==> config.mk <==
export PLATFORM = sky130hd
export DESIGN_NAME = clock_and_countdown_with_set_buttons_unit
export DESIGN_NICKNAME = d
export VERILOG_FILES = /design/src/design/ccdsb_pkg.sv /design/src/design/ccdsb_keys.sv /design/src/design/ccdsb_time.sv /design/src/design/clock_and_countdown_with_set_buttons_unit.sv
export SDC_FILE = /design/constraint.sdc
export NUM_CORES = 1
export LEC_CHECK = 0
export BUFFER_PORTS_ARGS = -buffer_cell sky130_fd_sc_hd__buf_4
export CAP_MARGIN = 20
export CELL_PAD_IN_SITES_DETAIL_PLACEMENT = 0
export CELL_PAD_IN_SITES_GLOBAL_PLACEMENT = 1
export CORE_MARGIN = 2
export CORE_UTILIZATION = 53
export DETAILED_ROUTE_END_ITERATION = 6
export PLACE_DENSITY = 0.84
export SLEW_MARGIN = 10
export SYNTH_ARGS = -nofsm -noshare
export SYNTH_HDL_FRONTEND = slang
export SYNTH_SLANG_ARGS = --single-unit
==> constraint.sdc <==
create_clock -name clk_i -period 15.1 [get_ports clk_i]
set_clock_uncertainty 0.1 [all_clocks]
set_input_delay 0.755 -clock clk_i [delete_from_list [all_inputs] [get_ports clk_i]]
set_output_delay 0.755 -clock clk_i [all_outputs]
set_load 0.01 [all_outputs]
==> src/design/ccdsb_pkg.sv <==
`timescale 1ns / 1ps
`default_nettype none

package ccdsb_pkg;

  localparam int unsigned HoursPerDay = 24;
  localparam int unsigned Sixty       = 60;
  localparam logic [5:0]  LastUnit    = 6'd59;
  localparam logic [4:0]  LastHour    = 5'd23;

  localparam logic [15:0] LongPressReset  = 16'd2000;
  localparam logic [15:0] RepeatReset     = 16'd200;
  localparam logic [15:0] ResetHoldReset  = 16'd5000;
  localparam logic [9:0]  TicksPerSecReset = 10'd1000;
  localparam logic [9:0]  BlinkHalfReset  = 10'd500;

  // Configuration register indexes.
  typedef enum logic [2:0] {
    CfgLongPress = 3'd0,
    CfgRepeat    = 3'd1,
    CfgResetHold = 3'd2,
    CfgTicksSec  = 3'd3,
    CfgBlinkHalf = 3'd4
  } cfg_idx_e;

  typedef struct packed {
    logic hour_pressed;
    logic minute_pressed;
    logic second_pressed;
    logic pause_pressed;
    logic mode_pressed;
  } in_item_t;

  typedef struct packed {
    logic [1:0] hours_tens;
    logic [3:0] hours_units;
    logic [2:0] minutes_tens;
    logic [3:0] minutes_units;
    logic [2:0] seconds_tens;
    logic [3:0] seconds_units;
    logic       display_on;
    logic       in_timer_mode;
    logic       clock_halted;
    logic       timer_halted;
    logic       timer_expired;
  } out_item_t;

  typedef struct packed {
    logic [15:0] long_press_ms;
    logic [15:0] repeat_ms;
    logic [15:0] reset_hold_ms;
    logic [9:0]  ticks_per_second;
    logic [9:0]  blink_half_ms;
  } cfg_t;

  // Key events decoded for one tick.
  typedef struct packed {
    logic bump_hour;
    logic bump_minute;
    logic bump_second;
    logic pause_toggle;
    logic pause_zero;
    logic mode_toggle;
  } key_evt_t;

  // Time and flags after one tick.
  typedef struct packed {
    logic [4:0] hours;
    logic [5:0] minutes;
    logic [5:0] seconds;
    logic       display_on;
    logic       in_timer_mode;
    logic       clock_halted;
    logic       timer_halted;
    logic       timer_expired;
  } time_view_t;

  typedef struct packed {
    logic [2:0] tens;
    logic [3:0] units;
  } digits_t;

  function automatic logic [15:0] sat16(input logic [15:0] v);
    return (v == 16'hFFFF) ? v : v + 16'd1;
  endfunction

  function automatic logic [9:0] sat10(input logic [9:0] v);
    return (v == 10'h3FF) ? v : v + 10'd1;
  endfunction

  // Split a value below sixty into two decimal digits.
  function automatic digits_t split_digits(input logic [5:0] v);
    digits_t    r;
    logic [5:0] base;
    if (v >= 6'd50) begin
      r.tens = 3'd5; base = 6'd50;
    end else if (v >= 6'd40) begin
      r.tens = 3'd4; base = 6'd40;
    end else if (v >= 6'd30) begin
      r.tens = 3'd3; base = 6'd30;
    end else if (v >= 6'd20) begin
      r.tens = 3'd2; base = 6'd20;
    end else if (v >= 6'd10) begin
      r.tens = 3'd1; base = 6'd10;
    end else begin
      r.tens = 3'd0; base = 6'd0;
    end
    r.units = 4'(v - base);
    return r;
  endfunction

endpackage

`default_nettype wire

==> src/design/ccdsb_keys.sv <==
`timescale 1ns / 1ps
`default_nettype none

module ccdsb_keys import ccdsb_pkg::*; (
  input  wire logic     clk_i,
  input  wire logic     rst_ni,
  input  wire logic     en_i,
  input  wire in_item_t item_i,
  input  wire cfg_t     cfg_i,
  output key_evt_t      evt_o
);

  logic [2:0]  set_holding_q, set_holding_d;
  logic [15:0] set_hold_q [3];
  logic [15:0] set_hold_d [3];
  logic [15:0] set_rep_q [3];
  logic [15:0] set_rep_d [3];
  logic        pause_holding_q, pause_holding_d;
  logic [15:0] pause_hold_q, pause_hold_d;
  logic        mode_last_q;
  logic [2:0]  set_key;
  logic [2:0]  bump;
  logic        pause_toggle;
  logic        pause_zero;

  assign set_key = {item_i.second_pressed, item_i.minute_pressed, item_i.hour_pressed};

  // Set keys: short press adds one on release, a long hold auto-repeats.
  always_comb begin
    for (int k = 0; k < 3; k++) begin
      set_holding_d[k] = set_holding_q[k];
      set_hold_d[k]    = set_holding_q[k] ? sat16(set_hold_q[k]) : set_hold_q[k];
      set_rep_d[k]     = set_holding_q[k] ? sat16(set_rep_q[k]) : set_rep_q[k];
      bump[k]          = 1'b0;
      if (set_key[k]) begin
        if (!set_holding_q[k]) begin
          set_holding_d[k] = 1'b1;
          set_hold_d[k]    = '0;
          set_rep_d[k]     = '0;
        end else if (set_hold_d[k] >= cfg_i.long_press_ms &&
                     set_rep_d[k] >= cfg_i.repeat_ms) begin
          bump[k]      = 1'b1;
          set_rep_d[k] = '0;
        end
      end else if (set_holding_q[k]) begin
        bump[k]          = set_hold_d[k] < cfg_i.long_press_ms;
        set_holding_d[k] = 1'b0;
      end
    end
  end

  // Pause key: short release toggles, a long hold zeroes and ends the hold.
  always_comb begin
    pause_holding_d = pause_holding_q;
    pause_hold_d    = pause_holding_q ? sat16(pause_hold_q) : pause_hold_q;
    pause_toggle    = 1'b0;
    pause_zero      = 1'b0;
    if (item_i.pause_pressed) begin
      if (!pause_holding_q) begin
        pause_holding_d = 1'b1;
        pause_hold_d    = '0;
      end else if (pause_hold_d >= cfg_i.reset_hold_ms) begin
        pause_zero      = 1'b1;
        pause_holding_d = 1'b0;
      end
    end else if (pause_holding_q) begin
      pause_toggle    = pause_hold_d < cfg_i.reset_hold_ms;
      pause_holding_d = 1'b0;
    end
  end

  assign evt_o.bump_hour    = bump[0];
  assign evt_o.bump_minute  = bump[1];
  assign evt_o.bump_second  = bump[2];
  assign evt_o.pause_toggle = pause_toggle;
  assign evt_o.pause_zero   = pause_zero;
  assign evt_o.mode_toggle  = !mode_last_q && item_i.mode_pressed;

  always_ff @(posedge clk_i or negedge rst_ni) begin
    if (!rst_ni) begin
      set_holding_q   <= '0;
      pause_holding_q <= 1'b0;
      pause_hold_q    <= '0;
      mode_last_q     <= 1'b1;
      for (int k = 0; k < 3; k++) begin
        set_hold_q[k] <= '0;
        set_rep_q[k]  <= '0;
      end
    end else if (en_i) begin
      set_holding_q   <= set_holding_d;
      pause_holding_q <= pause_holding_d;
      pause_hold_q    <= pause_hold_d;
      mode_last_q     <= item_i.mode_pressed;
      for (int k = 0; k < 3; k++) begin
        set_hold_q[k] <= set_hold_d[k];
        set_rep_q[k]  <= set_rep_d[k];
      end
    end
  end

endmodule

`default_nettype wire

==> src/design/ccdsb_time.sv <==
`timescale 1ns / 1ps
`default_nettype none

module ccdsb_time import ccdsb_pkg::*; (
  input  wire logic     clk_i,
  input  wire logic     rst_ni,
  input  wire logic     en_i,
  input  wire key_evt_t evt_i,
  input  wire cfg_t     cfg_i,
  output time_view_t    view_o
);

  logic [4:0] clk_h_q, clk_h_d, cd_h_q, cd_h_d;
  logic [5:0] clk_m_q, clk_m_d, cd_m_q, cd_m_d;
  logic [5:0] clk_s_q, clk_s_d, cd_s_q, cd_s_d;
  logic [9:0] tick_q, tick_d, blink_q, blink_d;
  logic       mode_q, mode_d;
  logic       clk_pause_q, clk_pause_d, cd_pause_q, cd_pause_d;
  logic       expired_q, expired_d;
  logic       phase_q, phase_d;
  logic       sec_step;
  logic       cd_zero;

  assign cd_zero = (cd_h_q == '0) && (cd_m_q == '0) && (cd_s_q == '0);

  always_comb begin
    clk_h_d = clk_h_q; clk_m_d = clk_m_q; clk_s_d = clk_s_q;
    cd_h_d  = cd_h_q;  cd_m_d  = cd_m_q;  cd_s_d  = cd_s_q;
    clk_pause_d = clk_pause_q;
    cd_pause_d  = cd_pause_q;
    expired_d   = expired_q;
    mode_d      = mode_q;
    phase_d     = phase_q;

    // Second step.
    tick_d   = sat10(tick_q);
    sec_step = tick_d >= cfg_i.ticks_per_second;
    if (sec_step) begin
      tick_d = '0;
      if (!clk_pause_q) begin
        if (clk_s_q == LastUnit) begin
          clk_s_d = '0;
          if (clk_m_q == LastUnit) begin
            clk_m_d = '0;
            clk_h_d = (clk_h_q == LastHour) ? '0 : clk_h_q + 5'd1;
          end else begin
            clk_m_d = clk_m_q + 6'd1;
          end
        end else begin
          clk_s_d = clk_s_q + 6'd1;
        end
      end
      if (mode_q && !cd_pause_q) begin
        if (cd_zero) begin
          expired_d = 1'b1;
        end else begin
          expired_d = 1'b0;
          if (cd_s_q != '0) begin
            cd_s_d = cd_s_q - 6'd1;
          end else begin
            cd_s_d = LastUnit;
            if (cd_m_q != '0) begin
              cd_m_d = cd_m_q - 6'd1;
            end else begin
              cd_m_d = LastUnit;
              if (cd_h_q != '0) cd_h_d = cd_h_q - 5'd1;
            end
          end
        end
      end
    end

    // Set keys act on the mode in force before this tick's toggle.
    if (mode_q) begin
      if (evt_i.bump_hour)   cd_h_d = (cd_h_d == LastHour) ? '0 : cd_h_d + 5'd1;
      if (evt_i.bump_minute) cd_m_d = (cd_m_d == LastUnit) ? '0 : cd_m_d + 6'd1;
      if (evt_i.bump_second) cd_s_d = (cd_s_d == LastUnit) ? '0 : cd_s_d + 6'd1;
    end else begin
      if (evt_i.bump_hour)   clk_h_d = (clk_h_d == LastHour) ? '0 : clk_h_d + 5'd1;
      if (evt_i.bump_minute) clk_m_d = (clk_m_d == LastUnit) ? '0 : clk_m_d + 6'd1;
      if (evt_i.bump_second) clk_s_d = (clk_s_d == LastUnit) ? '0 : clk_s_d + 6'd1;
    end

    // Pause key.
    if (evt_i.pause_zero) begin
      if (mode_q) begin
        cd_h_d = '0; cd_m_d = '0; cd_s_d = '0;
        cd_pause_d = 1'b1;
      end else begin
        clk_h_d = '0; clk_m_d = '0; clk_s_d = '0;
        clk_pause_d = 1'b1;
      end
    end else if (evt_i.pause_toggle) begin
      if (mode_q) cd_pause_d = !cd_pause_q;
      else        clk_pause_d = !clk_pause_q;
    end

    if (evt_i.mode_toggle) mode_d = !mode_q;

    // The blink phase flips only while an expired timer is shown; its counter always runs.
    blink_d = sat10(blink_q);
    if (mode_d && expired_d && (blink_d >= cfg_i.blink_half_ms)) begin
      phase_d = !phase_q;
      blink_d = '0;
    end
  end

  assign view_o.hours         = mode_d ? cd_h_d : clk_h_d;
  assign view_o.minutes       = mode_d ? cd_m_d : clk_m_d;
  assign view_o.seconds       = mode_d ? cd_s_d : clk_s_d;
  assign view_o.display_on    = (mode_d && expired_d) ? phase_d : 1'b1;
  assign view_o.in_timer_mode = mode_d;
  assign view_o.clock_halted  = clk_pause_d;
  assign view_o.timer_halted  = cd_pause_d;
  assign view_o.timer_expired = expired_d;

  always_ff @(posedge clk_i or negedge rst_ni) begin
    if (!rst_ni) begin
      clk_h_q <= '0; clk_m_q <= '0; clk_s_q <= '0;
      cd_h_q  <= '0; cd_m_q  <= '0; cd_s_q  <= '0;
      tick_q      <= '0;
      blink_q     <= '0;
      mode_q      <= 1'b0;
      clk_pause_q <= 1'b0;
      cd_pause_q  <= 1'b0;
      expired_q   <= 1'b0;
      phase_q     <= 1'b0;
    end else if (en_i) begin
      clk_h_q <= clk_h_d; clk_m_q <= clk_m_d; clk_s_q <= clk_s_d;
      cd_h_q  <= cd_h_d;  cd_m_q  <= cd_m_d;  cd_s_q  <= cd_s_d;
      tick_q      <= tick_d;
      blink_q     <= blink_d;
      mode_q      <= mode_d;
      clk_pause_q <= clk_pause_d;
      cd_pause_q  <= cd_pause_d;
      expired_q   <= expired_d;
      phase_q     <= phase_d;
    end
  end

endmodule

`default_nettype wire

==> src/design/clock_and_countdown_with_set_buttons_unit.sv <==
// The result of a tick is in the output register in the cycle after its transfer.
// Throughput: one tick per cycle; the output register is the only buffer, and a new
// tick is taken whenever that register is empty or being emptied in the same cycle.
// Reset (rst_ni, asynchronous, active low) zeroes both times and all counters,
// selects clock mode with both running, and loads the configuration defaults.
`timescale 1ns / 1ps
`default_nettype none

module clock_and_countdown_with_set_buttons_unit import ccdsb_pkg::*; (
  input  wire logic        clk_i,
  input  wire logic        rst_ni,
  // Configuration write port.
  input  wire logic        cfg_we_i,
  input  wire logic [2:0]  cfg_idx_i,
  input  wire logic [15:0] cfg_data_i,
  // Tick input channel.
  input  wire logic        in_valid_i,
  output logic             in_stall_o,
  input  wire in_item_t    in_data_i,
  // Result channel.
  output logic             out_valid_o,
  input  wire logic        out_stall_i,
  output out_item_t        out_data_o
);

  cfg_t       cfg_q;
  logic       accept;
  key_evt_t   evt;
  time_view_t view;
  digits_t    h_dig, m_dig, s_dig;
  out_item_t  out_d;
  logic       out_valid_q, out_valid_d;
  out_item_t  out_q;

  // Configuration registers. Indexes outside the list are ignored.
  always_ff @(posedge clk_i or negedge rst_ni) begin
    if (!rst_ni) begin
      cfg_q.long_press_ms    <= LongPressReset;
      cfg_q.repeat_ms        <= RepeatReset;
      cfg_q.reset_hold_ms    <= ResetHoldReset;
      cfg_q.ticks_per_second <= TicksPerSecReset;
      cfg_q.blink_half_ms    <= BlinkHalfReset;
    end else if (cfg_we_i) begin
      unique case (cfg_idx_i)
        CfgLongPress: cfg_q.long_press_ms    <= cfg_data_i;
        CfgRepeat:    cfg_q.repeat_ms        <= cfg_data_i;
        CfgResetHold: cfg_q.reset_hold_ms    <= cfg_data_i;
        CfgTicksSec:  cfg_q.ticks_per_second <= cfg_data_i[9:0];
        CfgBlinkHalf: cfg_q.blink_half_ms    <= cfg_data_i[9:0];
        default: ;
      endcase
    end
  end

  // The input side stalls only when a finished result waits and the sink stalls too.
  assign in_stall_o = out_valid_q && out_stall_i;
  assign accept     = in_valid_i && !in_stall_o;

  // Button decoding: hold counters, auto-repeat and edge detection.
  ccdsb_keys u_keys (
    .clk_i  (clk_i),
    .rst_ni (rst_ni),
    .en_i   (accept),
    .item_i (in_data_i),
    .cfg_i  (cfg_q),
    .evt_o  (evt)
  );

  // Time keeping: second step, set, pause, mode and blink, in that order.
  ccdsb_time u_time (
    .clk_i  (clk_i),
    .rst_ni (rst_ni),
    .en_i   (accept),
    .evt_i  (evt),
    .cfg_i  (cfg_q),
    .view_o (view)
  );

  // Decimal digits of the time shown after this tick.
  always_comb begin
    h_dig = split_digits({1'b0, view.hours});
    m_dig = split_digits(view.minutes);
    s_dig = split_digits(view.seconds);
    out_d.hours_tens    = h_dig.tens[1:0];
    out_d.hours_units   = h_dig.units;
    out_d.minutes_tens  = m_dig.tens;
    out_d.minutes_units = m_dig.units;
    out_d.seconds_tens  = s_dig.tens;
    out_d.seconds_units = s_dig.units;
    out_d.display_on    = view.display_on;
    out_d.in_timer_mode = view.in_timer_mode;
    out_d.clock_halted  = view.clock_halted;
    out_d.timer_halted  = view.timer_halted;
    out_d.timer_expired = view.timer_expired;
  end

  // Output register: filled on every transfer in, held while the sink stalls.
  assign out_valid_d = accept || (out_valid_q && out_stall_i);

  always_ff @(posedge clk_i or negedge rst_ni) begin
    if (!rst_ni) begin
      out_valid_q <= 1'b0;
    end else begin
      out_valid_q <= out_valid_d;
    end
  end

  always_ff @(posedge clk_i) begin
    if (accept) begin
      out_q <= out_d;
    end
  end

  assign out_valid_o = out_valid_q;
  assign out_data_o  = out_q;

endmodule

`default_nettype wire

==> key figures <==
Worst setup path
  • Setup crit end kind: register
  • Type of origin of the critical path: register
  • CP peak stage delay: just over 800 ps
  • Critical Path RT: 15300 ps
  • Slowest library cell on the worst path: a211oi_2
  • Crit Path Class: reg2reg
  • Crit path DAT: about 7800 ps
  • CP Max Fanout: 11
  • Setup slack, reg-to-reg: 7530 ps
  • Crit path buf inv count: 1
  • Crit path max-delay family: simple AND/OR/NAND/NOR gates

STA
  • Setup TNS: 0 ps
  • Slew Viols, Final: 0
  • RSZ-0062 raised after global routing: false
  • Period utilisation layout: 0.501
  • Hold Slack: 127 ps
  • Final Hold Fails: 0
  • Setup Viol. Count Final: 0
  • Setup ws final: 7530 ps
  • Slew HR: 0.280
  • Min Clock Period, post-route: approximately 7600 ps
  • Worst-Margin Slew: 1080 ps
  • Max frequency: 132 MHz

Floorplanning
  • Initial Util: 0.536
  • Number of cell rows: 70
  • # IOs: 56
  • Die area: approximately 38000 µm²
  • Die height: 196 µm
  • Die width: 196 µm
  • Core region area: 36500 µm²

Clock network
  • Skew-Pair Late Insertion Delay: around 550 ps
  • Number of buffers created by CTS: 34
  • Clk slew on worst S/H paths: 60 ps
  • CTS tree: done
  • Clock root buffer: clkbuf_16
  • # resized after CTS: 0
  • CTS H-tree depth: 2
  • # hold bufs at CTS: 0
  • Setup bufs post-CTS: 0
  • Clock buffer depth: 3
  • Sink Count: 270

Layout
  • Multi-input combinational cell area: 11800 µm²
  • Seq. cell area: between 6000 and 7000 µm²
  • Synthesis-to-layout area growth: 10.4%
  • Ant. Diodes: 0
  • Filler cells: between 3000 and 4000
  • Final #Nets: 2504
  • Share of cells above drive strength 1: 0.104

Logic synthesis
  • Number of flops mapped to enable cells by yosys: 25
  • FF+latch count, synth: 270
  • Cells after Synth: approximately 2300
  • Sequential share of the synthesized area: 0.353
  • Post-synth net total: 2482
  • Synthesized area per cell: 8.54 µm²
  • Synth top area cells: dfrtp_1 28%, ha_1 10%, nand2_1 7.1%
  • Post-synth top area share: 0.279
  • Main synth FF type: dfrtp_1
  • Distinct cells, synth: 102
  • Dominant cell type by area after synthesis: dfrtp_1
  • Syn. warnings: 0
  • Count leader, synth: nand2_1
  • Post-synth design cell area: 19600 µm²
  • Commonest cells in the netlist: 370 x nand2_1, 219 x o21ai_0, 218 x dfrtp_1
  • Ys async rst share: 0.907

Drt
  • WL final: about 54000 µm
  • DR pass1 iterations: 6
  • WL/cell: 19.3 µm
  • Drt drc: 0
  • DR iter-0 viols: 1254
  • Vias: 17200
  • Vias/cell: between 6 and 7
  • ANT nets after route: 0

Power
  • Pwr per Cell Area: 145 nW/µm²
  • VDD IR-drop max: approximately 0.094 mV
  • Switch share: 0.391
  • Clock Power Share: 0.275
  • Sequential share of power: 0.329
  • Sw power: 0.00123 W
  • Leak: roughly 9.6 nW
  • Power Internal: around 0.0019 W
  • Comb pwr share: 0.396

Flow run
  • Max_cap viols: 0

Outcome
  • Status: complete, no violations

Global route
  • Vias in the first global route: between 15000 and 20000
  • Largest net degree at the start of global routing: approximately 150
  • GRT Overall Usage: 0.283
  • Initial antenna violation count: 0
  • Total gr overflow: 0
  • Global-route wire length before repair: 87000 µm

Placed design
  • GPL Wtd Cong: 0.897
  • IO Port Bufs: 55
  • Worst slack, placed: 7660 ps
  • DPL Wire Length: 38500 µm

Min path
  • Worst Hold Class: in2async
[placed cells by master, fill, tap and decap left out, types with 69 or more instances in the layout]
master   Yosys  final
a21oi_1    102    101
buf_4        0     72
dfrtp_1    218    217
ha_1       159    159
inv_1      129    128
nand2_1    370    369
nand3_1     93     93
nor2_1     148    147
o21ai_0    219    219
xnor2_1     69     69
[kinds of logic (layout without fill, tap and decap cells)]
kind of cell    count (synthesis)  in the layout  synth area share
mux                            46             46            0.0256
flops                         270            270             0.353
xor+xnor                      108            108            0.0487
compound gates                643            643             0.223
buf+inv                       218            265            0.0425
simple gates                  842            842             0.201
fa+ha+maj                     164            164             0.106
[metrics by stage]
stage	power, W	cell area, µm²	std cells	utilization
floorplan	0.00190	19600	2291	-
global placement	0.00223	20400	2742	0.558
detailed placement	0.00227	20400	2743	0.559
CTS	0.00314	21600	2804	0.591
global route	0.00336	21600	2806	0.591
finish	0.00314	21600	2806	0.591
[power by group through the flow]
stage	logic, W	registers, W	clock network (W)
after detailed placement	0.00123	0.00104	0
after floorplan	0.000904	0.00100	0
after global placement	0.00120	0.00104	0
after global routing	0.00140	0.00105	0.000909
final	0.00124	0.00103	0.000863
after CTS	0.00123	0.00103	0.000882
[layout make-up]
class,instances,area share
repair buffers,74,0.0266
clock buffers,50,0.0479
well taps,468,0.0271
clock inverters,11,0.00684
multi-input cells,1803,0.549
flip-flops and latches,270,0.320
inverters,130,0.0227
[final timing paths]
| check | from | end | cells past startpoint |
|---|---|---|---|
| max in group asynchronous | rst_ni | cfg_q[64]$_DFFE_PN0P_ | 2 |
| max | u_time.tick_q[0]$_DFFE_PN0P_ | out_data_o[15]$_DFFE_PP_ | 30 |
| min in group clk_i | in_data_i[0] | u_keys.mode_last_q$_DFFE_PN1P_ | 3 |
| min | rst_ni | u_time.blink_q[8]$_DFFE_PN0P_ | 1 |
| min reg2reg | u_keys.mode_last_q$_DFFE_PN1P_ | u_keys.mode_last_q$_DFFE_PN1P_ | 2 |
| max reg2reg | u_time.tick_q[0]$_DFFE_PN0P_ | out_data_o[15]$_DFFE_PP_ | 30 |
[metal layers]
metal / up-vias / GRT usage / routed length (µm) / part of all wire
li1: 8340 / - / - / -
met1: 8301 / 0.380 / 24400 / 0.45
met2: 456 / 0.471 / 25200 / 0.47
met3: 115 / 0.0330 / 2630 / 0.049
met4: 0 / 0.110 / 1860 / 0.034
met5: - / 0 / 0 / 0
[state kept, by name, summed over array words and instances (netlist names), 6 cells and up]
signal	count
u_time.cd_m_q	6
u_keys.set_hold_q	48
u_keys.pause_hold_q	16
u_time.clk_s_q	6
u_time.clk_m_q	6
cfg_q	68
u_time.tick_q	10
out_data_o	25
u_time.cd_s_q	6
u_time.blink_q	10
u_keys.set_rep_q	48
(Power assumes the default switching activity.)
